==> src/rtl/tge_pkg.sv <==
// ----------------------------------------------------------------------------
// tge_pkg
// Shared types and constants for the turtle graphics engine: command codes,
// angle and position limits, CORDIC gain and arctangent table.
// ----------------------------------------------------------------------------
package tge_pkg;

	typedef enum logic [3:0] {
		OP_FORWARD  = 4'd0,
		OP_BACK     = 4'd1,
		OP_LEFT     = 4'd2,
		OP_RIGHT    = 4'd3,
		OP_PEN_UP   = 4'd4,
		OP_PEN_DOWN = 4'd5,
		OP_SET_POS  = 4'd6,
		OP_HOME     = 4'd7,
		OP_QUERY    = 4'd8
	} op_t;

	localparam logic [1:0] REG_SCREEN_WIDTH  = 2'd0;
	localparam logic [1:0] REG_SCREEN_HEIGHT = 2'd1;

	localparam int FULL_TURN    = 92160;
	localparam int QUARTER_TURN = 23040;

	localparam logic signed [23:0] POS_MAX = 24'sh7FFFFF;
	localparam logic signed [23:0] POS_MIN = -24'sh800000;

	localparam logic signed [32:0] CORDIC_GAIN = 33'sd652032874;

	// arctan(2^-i) in degrees, Q.24
	function automatic logic signed [32:0] atan_q24(input logic [4:0] i);
		logic signed [32:0] r;
		case (i)
			5'd0:  r = 33'sd754974720;
			5'd1:  r = 33'sd445687602;
			5'd2:  r = 33'sd235489088;
			5'd3:  r = 33'sd119537938;
			5'd4:  r = 33'sd60000934;
			5'd5:  r = 33'sd30029717;
			5'd6:  r = 33'sd15018523;
			5'd7:  r = 33'sd7509720;
			5'd8:  r = 33'sd3754917;
			5'd9:  r = 33'sd1877466;
			5'd10: r = 33'sd938734;
			5'd11: r = 33'sd469367;
			5'd12: r = 33'sd234683;
			5'd13: r = 33'sd117342;
			5'd14: r = 33'sd58671;
			5'd15: r = 33'sd29335;
			5'd16: r = 33'sd14668;
			5'd17: r = 33'sd7334;
			5'd18: r = 33'sd3667;
			5'd19: r = 33'sd1833;
			5'd20: r = 33'sd917;
			5'd21: r = 33'sd458;
			5'd22: r = 33'sd229;
			5'd23: r = 33'sd115;
			5'd24: r = 33'sd57;
			5'd25: r = 33'sd29;
			5'd26: r = 33'sd14;
			5'd27: r = 33'sd7;
			5'd28: r = 33'sd4;
			5'd29: r = 33'sd2;
			5'd30: r = 33'sd1;
			default: r = 33'sd0;
		endcase
		return r;
	endfunction

endpackage

==> src/rtl/tge_cordic.sv <==
// ----------------------------------------------------------------------------
// tge_cordic
// Iterative CORDIC rotation: one shift-add iteration per cycle over a
// quadrant-reduced heading, then quadrant mapping to cos and sin in Q.30.
// ----------------------------------------------------------------------------
module tge_cordic #(
	parameter int STEPS = 20
) (
	input  logic               clk,
	input  logic               arst_n,
	input  logic               start,
	input  logic [16:0]        heading,
	output logic               done,
	output logic signed [32:0] cos_val,
	output logic signed [32:0] sin_val
);

	localparam int CNT_W = (STEPS > 1) ? $clog2(STEPS) : 1;

	logic signed [32:0] x_q, y_q, z_q;
	logic [1:0]         quad_q;
	logic [CNT_W-1:0]   cnt_q;
	logic               busy_q, done_q;

	logic [1:0]         quad_w;
	logic [16:0]        rem_w;
	logic signed [32:0] xs_w, ys_w, atan_w;

	always_comb begin
		if (heading >= 17'(3 * tge_pkg::QUARTER_TURN)) begin
			quad_w = 2'd3;
			rem_w  = heading - 17'(3 * tge_pkg::QUARTER_TURN);
		end else if (heading >= 17'(2 * tge_pkg::QUARTER_TURN)) begin
			quad_w = 2'd2;
			rem_w  = heading - 17'(2 * tge_pkg::QUARTER_TURN);
		end else if (heading >= 17'(tge_pkg::QUARTER_TURN)) begin
			quad_w = 2'd1;
			rem_w  = heading - 17'(tge_pkg::QUARTER_TURN);
		end else begin
			quad_w = 2'd0;
			rem_w  = heading;
		end
	end

	assign xs_w   = x_q >>> 5'(cnt_q);
	assign ys_w   = y_q >>> 5'(cnt_q);
	assign atan_w = tge_pkg::atan_q24(5'(cnt_q));

	always_ff @(posedge clk or negedge arst_n) begin
		if (!arst_n) begin
			busy_q <= 1'b0;
			done_q <= 1'b0;
			cnt_q  <= '0;
		end else if (start) begin
			busy_q <= 1'b1;
			done_q <= 1'b0;
			cnt_q  <= '0;
		end else if (busy_q) begin
			if (cnt_q == CNT_W'(STEPS - 1)) begin
				busy_q <= 1'b0;
				done_q <= 1'b1;
			end else begin
				cnt_q <= cnt_q + 1'b1;
			end
		end else begin
			done_q <= 1'b0;
		end
	end

	always_ff @(posedge clk) begin
		if (start) begin
			x_q    <= tge_pkg::CORDIC_GAIN;
			y_q    <= '0;
			z_q    <= 33'({rem_w, 16'h0000});
			quad_q <= quad_w;
		end else if (busy_q) begin
			if (!z_q[32]) begin
				x_q <= x_q - ys_w;
				y_q <= y_q + xs_w;
				z_q <= z_q - atan_w;
			end else begin
				x_q <= x_q + ys_w;
				y_q <= y_q - xs_w;
				z_q <= z_q + atan_w;
			end
		end
	end

	always_comb begin
		case (quad_q)
			2'd0: begin
				cos_val = x_q;
				sin_val = y_q;
			end
			2'd1: begin
				cos_val = -y_q;
				sin_val = x_q;
			end
			2'd2: begin
				cos_val = -x_q;
				sin_val = -y_q;
			end
			default: begin
				cos_val = y_q;
				sin_val = -x_q;
			end
		endcase
	end

	assign done = done_q;

endmodule

==> src/rtl/tge_wrap.sv <==
// ----------------------------------------------------------------------------
// tge_wrap
// Iterative reduction of a heading into [0, 360) degrees: offset into the
// positive range, then eight conditional subtractions of scaled full turns.
// ----------------------------------------------------------------------------
module tge_wrap (
	input  logic               clk,
	input  logic               arst_n,
	input  logic               start,
	input  logic signed [25:0] value,
	output logic               done,
	output logic [16:0]        result
);

	localparam logic [25:0] OFFSET = 26'(tge_pkg::FULL_TURN * 128);

	logic [25:0] v_q;
	logic [2:0]  k_q;
	logic        busy_q, done_q;
	logic [25:0] turn_w;

	assign turn_w = 26'(tge_pkg::FULL_TURN) << k_q;

	always_ff @(posedge clk or negedge arst_n) begin
		if (!arst_n) begin
			busy_q <= 1'b0;
			done_q <= 1'b0;
			k_q    <= '0;
		end else if (start) begin
			busy_q <= 1'b1;
			done_q <= 1'b0;
			k_q    <= 3'd7;
		end else if (busy_q) begin
			k_q <= k_q - 1'b1;
			if (k_q == 3'd0) begin
				busy_q <= 1'b0;
				done_q <= 1'b1;
			end
		end else begin
			done_q <= 1'b0;
		end
	end

	always_ff @(posedge clk) begin
		if (start) begin
			v_q <= $unsigned(value) + OFFSET;
		end else if (busy_q && v_q >= turn_w) begin
			v_q <= v_q - turn_w;
		end
	end

	assign done   = done_q;
	assign result = v_q[16:0];

endmodule

==> src/rtl/turtle_graphics_engine_top.sv <==
// ----------------------------------------------------------------------------
// turtle_graphics_engine_top
// Turtle graphics engine: position, heading and pen state driven by a command
// stream, one result item per command.
// ----------------------------------------------------------------------------
// The block takes one command at a time and returns one result item for it.
// Forward and back run the CORDIC unit, one rotation iteration per cycle, then
// one shared multiplier scales cos and then sin by the distance. Left, right
// and set position wait for the eight-step heading reduction. Pen, home and
// query commands go straight to the finish state. A finished result waits in
// the output register while the next command is already being worked on.
// ----------------------------------------------------------------------------
module turtle_graphics_engine_top #(
	parameter int CORDIC_STEPS = 20
) (
	input  logic         clk,
	input  logic         arst_n,
	input  logic         cfg_we,
	input  logic [1:0]   cfg_index,
	input  logic [14:0]  cfg_data,
	input  logic         s_tvalid,
	output logic         s_tready,
	// amount[23:0], pos_x[47:24], pos_y[71:48]
	input  logic [71:0]  s_tdata,
	// operation[3:0]
	input  logic [3:0]   s_tuser,
	output logic         m_tvalid,
	input  logic         m_tready,
	// line_x0[15:0], line_y0[31:16], line_x1[47:32], line_y1[63:48],
	// cur_x[87:64], cur_y[111:88], cur_heading[128:112], pen_is_down[129],
	// zero[135:130]
	output logic [135:0] m_tdata,
	// draw[0]
	output logic         m_tuser
);

	typedef enum logic [5:0] {
		ST_IDLE = 6'b000001,
		ST_WRAP = 6'b000010,
		ST_ROT  = 6'b000100,
		ST_MULC = 6'b001000,
		ST_MULS = 6'b010000,
		ST_FIN  = 6'b100000
	} state_t;

	function automatic logic signed [23:0] sat_add(input logic signed [23:0] pos,
	                                               input logic signed [57:0] prod);
		logic signed [57:0] t;
		logic signed [28:0] s;
		logic signed [23:0] r;
		t = prod + (58'sd1 <<< 29);
		s = 29'(pos) + 29'(signed'(t[57:30]));
		if (s > 29'(tge_pkg::POS_MAX)) begin
			r = tge_pkg::POS_MAX;
		end else if (s < 29'(tge_pkg::POS_MIN)) begin
			r = tge_pkg::POS_MIN;
		end else begin
			r = s[23:0];
		end
		return r;
	endfunction

	function automatic logic signed [15:0] trunc_pixel(input logic signed [23:0] v);
		logic [23:0] mag;
		logic [15:0] m;
		mag = v[23] ? -v : v;
		m   = mag[23:8];
		return v[23] ? -m : m;
	endfunction

	state_t             state_q;
	tge_pkg::op_t       op_q;
	logic signed [23:0] amount_q, px_q, py_q;
	logic signed [23:0] x_q, y_q;
	logic [16:0]        heading_q;
	logic               pen_q;
	logic [14:0]        width_q, height_q;
	logic signed [57:0] prod_q;
	logic signed [15:0] lx0_q;
	logic [135:0]       out_data_q;
	logic               out_draw_q, m_tvalid_q;

	logic               accept, out_free, fin_fire;
	tge_pkg::op_t       s_op;
	logic signed [23:0] s_amount;
	logic               cordic_start, cordic_done;
	logic signed [32:0] cos_w, sin_w, trig_w;
	logic               wrap_start, wrap_done;
	logic signed [25:0] wrap_in;
	logic [16:0]        wrap_res;
	logic signed [24:0] dist_w;
	logic signed [57:0] mul_w;

	logic signed [23:0] nx, ny;
	logic [16:0]        nh;
	logic               npen, ndraw;
	logic signed [15:0] lx0, ly0, lx1, ly1;

	assign s_tready = (state_q == ST_IDLE);
	assign accept   = s_tvalid && s_tready;
	assign out_free = !m_tvalid_q || m_tready;
	assign fin_fire = (state_q == ST_FIN) && out_free;
	assign s_op     = tge_pkg::op_t'(s_tuser);
	assign s_amount = signed'(s_tdata[23:0]);

	assign cordic_start = accept && (s_op == tge_pkg::OP_FORWARD || s_op == tge_pkg::OP_BACK);
	assign wrap_start   = accept && (s_op == tge_pkg::OP_LEFT || s_op == tge_pkg::OP_RIGHT ||
	                                 s_op == tge_pkg::OP_SET_POS);

	always_comb begin
		case (s_op)
			tge_pkg::OP_LEFT:  wrap_in = 26'(signed'({1'b0, heading_q})) - 26'(s_amount);
			tge_pkg::OP_RIGHT: wrap_in = 26'(signed'({1'b0, heading_q})) + 26'(s_amount);
			default:           wrap_in = 26'(s_amount);
		endcase
	end

	tge_cordic #(
		.STEPS(CORDIC_STEPS)
	) u_cordic (
		.clk     (clk),
		.arst_n  (arst_n),
		.start   (cordic_start),
		.heading (heading_q),
		.done    (cordic_done),
		.cos_val (cos_w),
		.sin_val (sin_w)
	);

	tge_wrap u_wrap (
		.clk    (clk),
		.arst_n (arst_n),
		.start  (wrap_start),
		.value  (wrap_in),
		.done   (wrap_done),
		.result (wrap_res)
	);

	assign dist_w = (op_q == tge_pkg::OP_BACK) ? -(25'(amount_q)) : 25'(amount_q);
	assign trig_w = (state_q == ST_MULC) ? cos_w : sin_w;
	assign mul_w  = trig_w * dist_w;

	always_comb begin
		nx    = x_q;
		ny    = y_q;
		nh    = heading_q;
		npen  = pen_q;
		ndraw = 1'b0;
		case (op_q)
			tge_pkg::OP_FORWARD, tge_pkg::OP_BACK: begin
				ny    = sat_add(y_q, prod_q);
				ndraw = pen_q;
			end
			tge_pkg::OP_LEFT, tge_pkg::OP_RIGHT: nh = wrap_res;
			tge_pkg::OP_PEN_UP:   npen = 1'b0;
			tge_pkg::OP_PEN_DOWN: npen = 1'b1;
			tge_pkg::OP_SET_POS: begin
				nx = px_q;
				ny = py_q;
				nh = wrap_res;
			end
			tge_pkg::OP_HOME: begin
				nx   = 24'({width_q[14:1], 8'h00});
				ny   = 24'({height_q[14:1], 8'h00});
				nh   = '0;
				npen = 1'b1;
			end
			default: ;
		endcase
		lx0 = ndraw ? lx0_q : '0;
		ly0 = ndraw ? trunc_pixel(y_q) : '0;
		lx1 = ndraw ? trunc_pixel(x_q) : '0;
		ly1 = ndraw ? trunc_pixel(ny) : '0;
	end

	always_ff @(posedge clk or negedge arst_n) begin
		if (!arst_n) begin
			width_q  <= 15'd320;
			height_q <= 15'd200;
		end else if (cfg_we) begin
			case (cfg_index)
				tge_pkg::REG_SCREEN_WIDTH:  width_q  <= cfg_data;
				tge_pkg::REG_SCREEN_HEIGHT: height_q <= cfg_data;
				default: ;
			endcase
		end
	end

	always_ff @(posedge clk or negedge arst_n) begin
		if (!arst_n) begin
			state_q    <= ST_IDLE;
			m_tvalid_q <= 1'b0;
			x_q        <= '0;
			y_q        <= '0;
			heading_q  <= '0;
			pen_q      <= 1'b0;
		end else begin
			if (m_tready && !fin_fire) begin
				m_tvalid_q <= 1'b0;
			end
			case (state_q)
				ST_IDLE: begin
					if (accept) begin
						if (cordic_start) begin
							state_q <= ST_ROT;
						end else if (wrap_start) begin
							state_q <= ST_WRAP;
						end else begin
							state_q <= ST_FIN;
						end
					end
				end
				ST_WRAP: begin
					if (wrap_done) begin
						state_q <= ST_FIN;
					end
				end
				ST_ROT: begin
					if (cordic_done) begin
						state_q <= ST_MULC;
					end
				end
				ST_MULC: state_q <= ST_MULS;
				ST_MULS: begin
					x_q     <= sat_add(x_q, prod_q);
					state_q <= ST_FIN;
				end
				ST_FIN: begin
					if (out_free) begin
						x_q        <= nx;
						y_q        <= ny;
						heading_q  <= nh;
						pen_q      <= npen;
						m_tvalid_q <= 1'b1;
						state_q    <= ST_IDLE;
					end
				end
				default: state_q <= ST_IDLE;
			endcase
		end
	end

	always_ff @(posedge clk) begin
		if (accept) begin
			op_q     <= s_op;
			amount_q <= s_amount;
			px_q     <= signed'(s_tdata[47:24]);
			py_q     <= signed'(s_tdata[71:48]);
		end
		if (state_q == ST_MULC || state_q == ST_MULS) begin
			prod_q <= mul_w;
		end
		if (state_q == ST_MULS) begin
			lx0_q <= trunc_pixel(x_q);
		end
		if (fin_fire) begin
			out_draw_q <= ndraw;
			out_data_q <= {6'b000000, npen, nh, ny, nx, ly1, lx1, ly0, lx0};
		end
	end

	assign m_tvalid = m_tvalid_q;
	assign m_tdata  = out_data_q;
	assign m_tuser  = out_draw_q;

endmodule

==> config.mk <==
export PLATFORM = sky130hd
export DESIGN_NAME = turtle_graphics_engine_top
export DESIGN_NICKNAME = d
export VERILOG_FILES = /design/src/rtl/tge_pkg.sv /design/src/rtl/tge_cordic.sv /design/src/rtl/tge_wrap.sv /design/src/rtl/turtle_graphics_engine_top.sv
export SDC_FILE = /design/constraint.sdc
export NUM_CORES = 2
export LEC_CHECK = 0
export BUFFER_PORTS_ARGS = -buffer_cell sky130_fd_sc_hd__buf_2
export CAP_MARGIN = 10
export CORE_UTILIZATION = 35
export CTS_CLUSTER_SIZE = 12
export DETAILED_ROUTE_END_ITERATION = 10
export GPL_TIMING_DRIVEN = 1
export PLACE_DENSITY_LB_ADDON = 0.2
export SLEW_MARGIN = 20
export SYNTH_ARGS = -nofsm -noshare
export SYNTH_HDL_FRONTEND = slang
export SYNTH_SLANG_ARGS = --single-unit
==> constraint.sdc <==
create_clock -name clk -period 14.6 [get_ports clk]
set_input_delay 0.73 -clock clk [delete_from_list [all_inputs] [get_ports clk]]
set_output_delay 0.73 -clock clk [all_outputs]
set_load 0.05 [all_outputs]
==> run metrics <==
Yosys reg bits 492; PortBufs 229; Die H 440 µm; post-synthesis compound-gate area fraction 0.115; min-delay src s_tdata[66]; Slew Viols, Final 0; crit-path most repeated cell fa_1; Clock Latency Late Sink 700 ps; sequential fraction of the synthesis area 0.199; final core occ 0.387; worst hold path class in -> reg; die width 440 µm; synthesis-to-finish area growth 9.64%; Post-Synth XOR/XNOR Area 0.0584; Worst Path Required 15,020 ps; number of setup buffers added after CTS 0; Synth Area in Adders 0.321; Post-synth ARST share 0.230; # IOs 237; GRT overflow 0; Critical Path End Type flop; Syn Inst Count 7,540; GP Congestion 0.911; post-detailed-routing wire length 221,000 µm; RSZ-0062 raised after global routing no; post-CTS sizing 0; site row count 160; antenna viol nets, final 0; Critical Path Max Stage Delay 590 ps; worst-path maximum fanout 12; Slowest cell on crit path or4_1; Clock Pin Slew Worst Setup and Hold Paths 60 ps; dpl ws 1370 ps; worst reg2reg path startpoint u_cordic.y_q[1]; TNS Setup 0 ps; hold_buf cts 1; CTS sink count 492; most frequent cells in the layout inv_1, nand2_1, fa_1, nor2_1, ha_1; Area contributors post-synth fa_1, edfxtp_1, ha_1, inv_1, nand2_1; Layout Skew 27.9 ps; largest family of logic cells by synthesized area adder cells; H-tree levels 3; EDFF count, synth 297; Final nets 8,900; worst slew pin tran 1190 ps; pin count of the biggest net entering global routing 75; Iteration-0 DRC Markers 4,442; most common cell after layout, fill and taps aside inv_1; Yosys top cell by area fa_1; relative slew slack 0.209; share of cells above drive strength 1 0.101; crit path kind reg -> reg; Core Area 190,000 µm²; crit path launch u_cordic.y_q[1]; Max Fclk 74.8 MHz; min Tclk post-route 13,370 ps; average wire per standard cell 21.7 µm; Post-Syn Area per Cell 8.91 µm²; vias in the first global route 55,328; PnR worst setup slack 1230 ps; number of distinct library cells after synthesis 107; part of the cycle the worst path needs 0.916; CTS root buf clkbuf_16; CTS tree yes; CTS buffer count 67; post-synthesis simple-gate area fraction 0.164; Top FF cell, synth edfxtp_1; mux cell area share after synthesis 0.0589; die area 194,000 µm²; final hold slack 210 ps; status finished clean; via/cell ratio 5.38; DRC Markers 0; Yosys Warn Count 0; Mapped Area 67,200 µm²; Max Buffers Root-to-Sink 3; Max Cap Viol 0; top-area cell type share of the netlist area 0.253; Starting Density 0.353; vias 54,594; Total Routing Usage GR 0.229; initial antenna violation count 14; final hold violations 0; first-pass GRT wire length 341,000 µm; critical path startpoint category flop; 1st-pass router iterations 6; WP data arrival 13,790 ps; HPWL after DPL 174,000 µm; endpoints failing setup 0
-- metrics by stage --
step	area, µm²	std cells
5_1_grt	73600	10151
3_5_place_dp	71400	10027
2_1_floorplan	67200	7545
4_1_cts	73600	10150
6_report	73600	10154
3_3_place_gp	71400	10027
-- synth_stat cells (140+ instances only) --
cell      number
inv_1       1048
nand2_1      892
fa_1         847
nor2_1       791
ha_1         369
a21oi_1      345
clkbuf_1     345
edfxtp_1     297
o21ai_0      297
xnor2_1      278
xor2_1       167
nor3_1       140
-- kinds of logic after synthesis --
group / after synthesis
xor+xnor: 446
flops: 492
mux: 269
fa+ha+maj: 1216
other cells: 1
compound gates: 1206
simple gates: 2448
buf+inv: 1462
-- worst paths after layout --
check,cells after the start,to,slack [ps]
setup / recovery,45,prod_q[54],1230
hold / removal,1,py_q[18],210
setup reg to reg,45,prod_q[54],1230
hold reg to reg,2,u_cordic.z_q[6],470
max in group asynchronous,4,x_q[0],12380
min in group asynchronous,2,u_wrap.k_q[1],510
-- cell type report --
cell class                 instances  area (µm²)
clock inverter                    33         384
timing repair buffer             379        2280
clock buffer                      89        1860
antenna                            4        10.0
sequential                       492       13400
tap                             2511        3140
multi-input combinational       5591       48600
inverter                        1055        3970
fill                           19116      117000
-- layer usage --
metal,up-vias,track usage,part of all wire
met5,-,0,0.00036
met4,14,0.0596,0.027
met3,328,0.0370,0.072
met2,1943,0.372,0.46
met1,27353,0.317,0.44
li1,24956,-,-
-- critical path: cells and delay by family, from the launching register on --
| kind | cells | cell delay, ps |
|---|---|---|
| compound gates | 10 | 2780 |
| flops | 1 | 410 |
| fa+ha+maj | 9 | 4170 |
| xor+xnor | 1 | 110 |
| simple gates | 17 | 4610 |
| buf+inv | 8 | 1010 |
-- sequential cells by signal, indices dropped and copies added (netlist names), 17 cells and up --
register      cells
u_cordic.x_q     33
u_cordic.z_q     33
y_q              24
px_q             24
prod_q           29
m_tdata         130
amount_q         24
x_q              24
u_wrap.v_q       26
heading_q        17
py_q             24
u_cordic.y_q     33
Power is left out: the tool's default activity adds up to more than one toggle a clock period on the data nets, which glitch-free logic cannot reach.
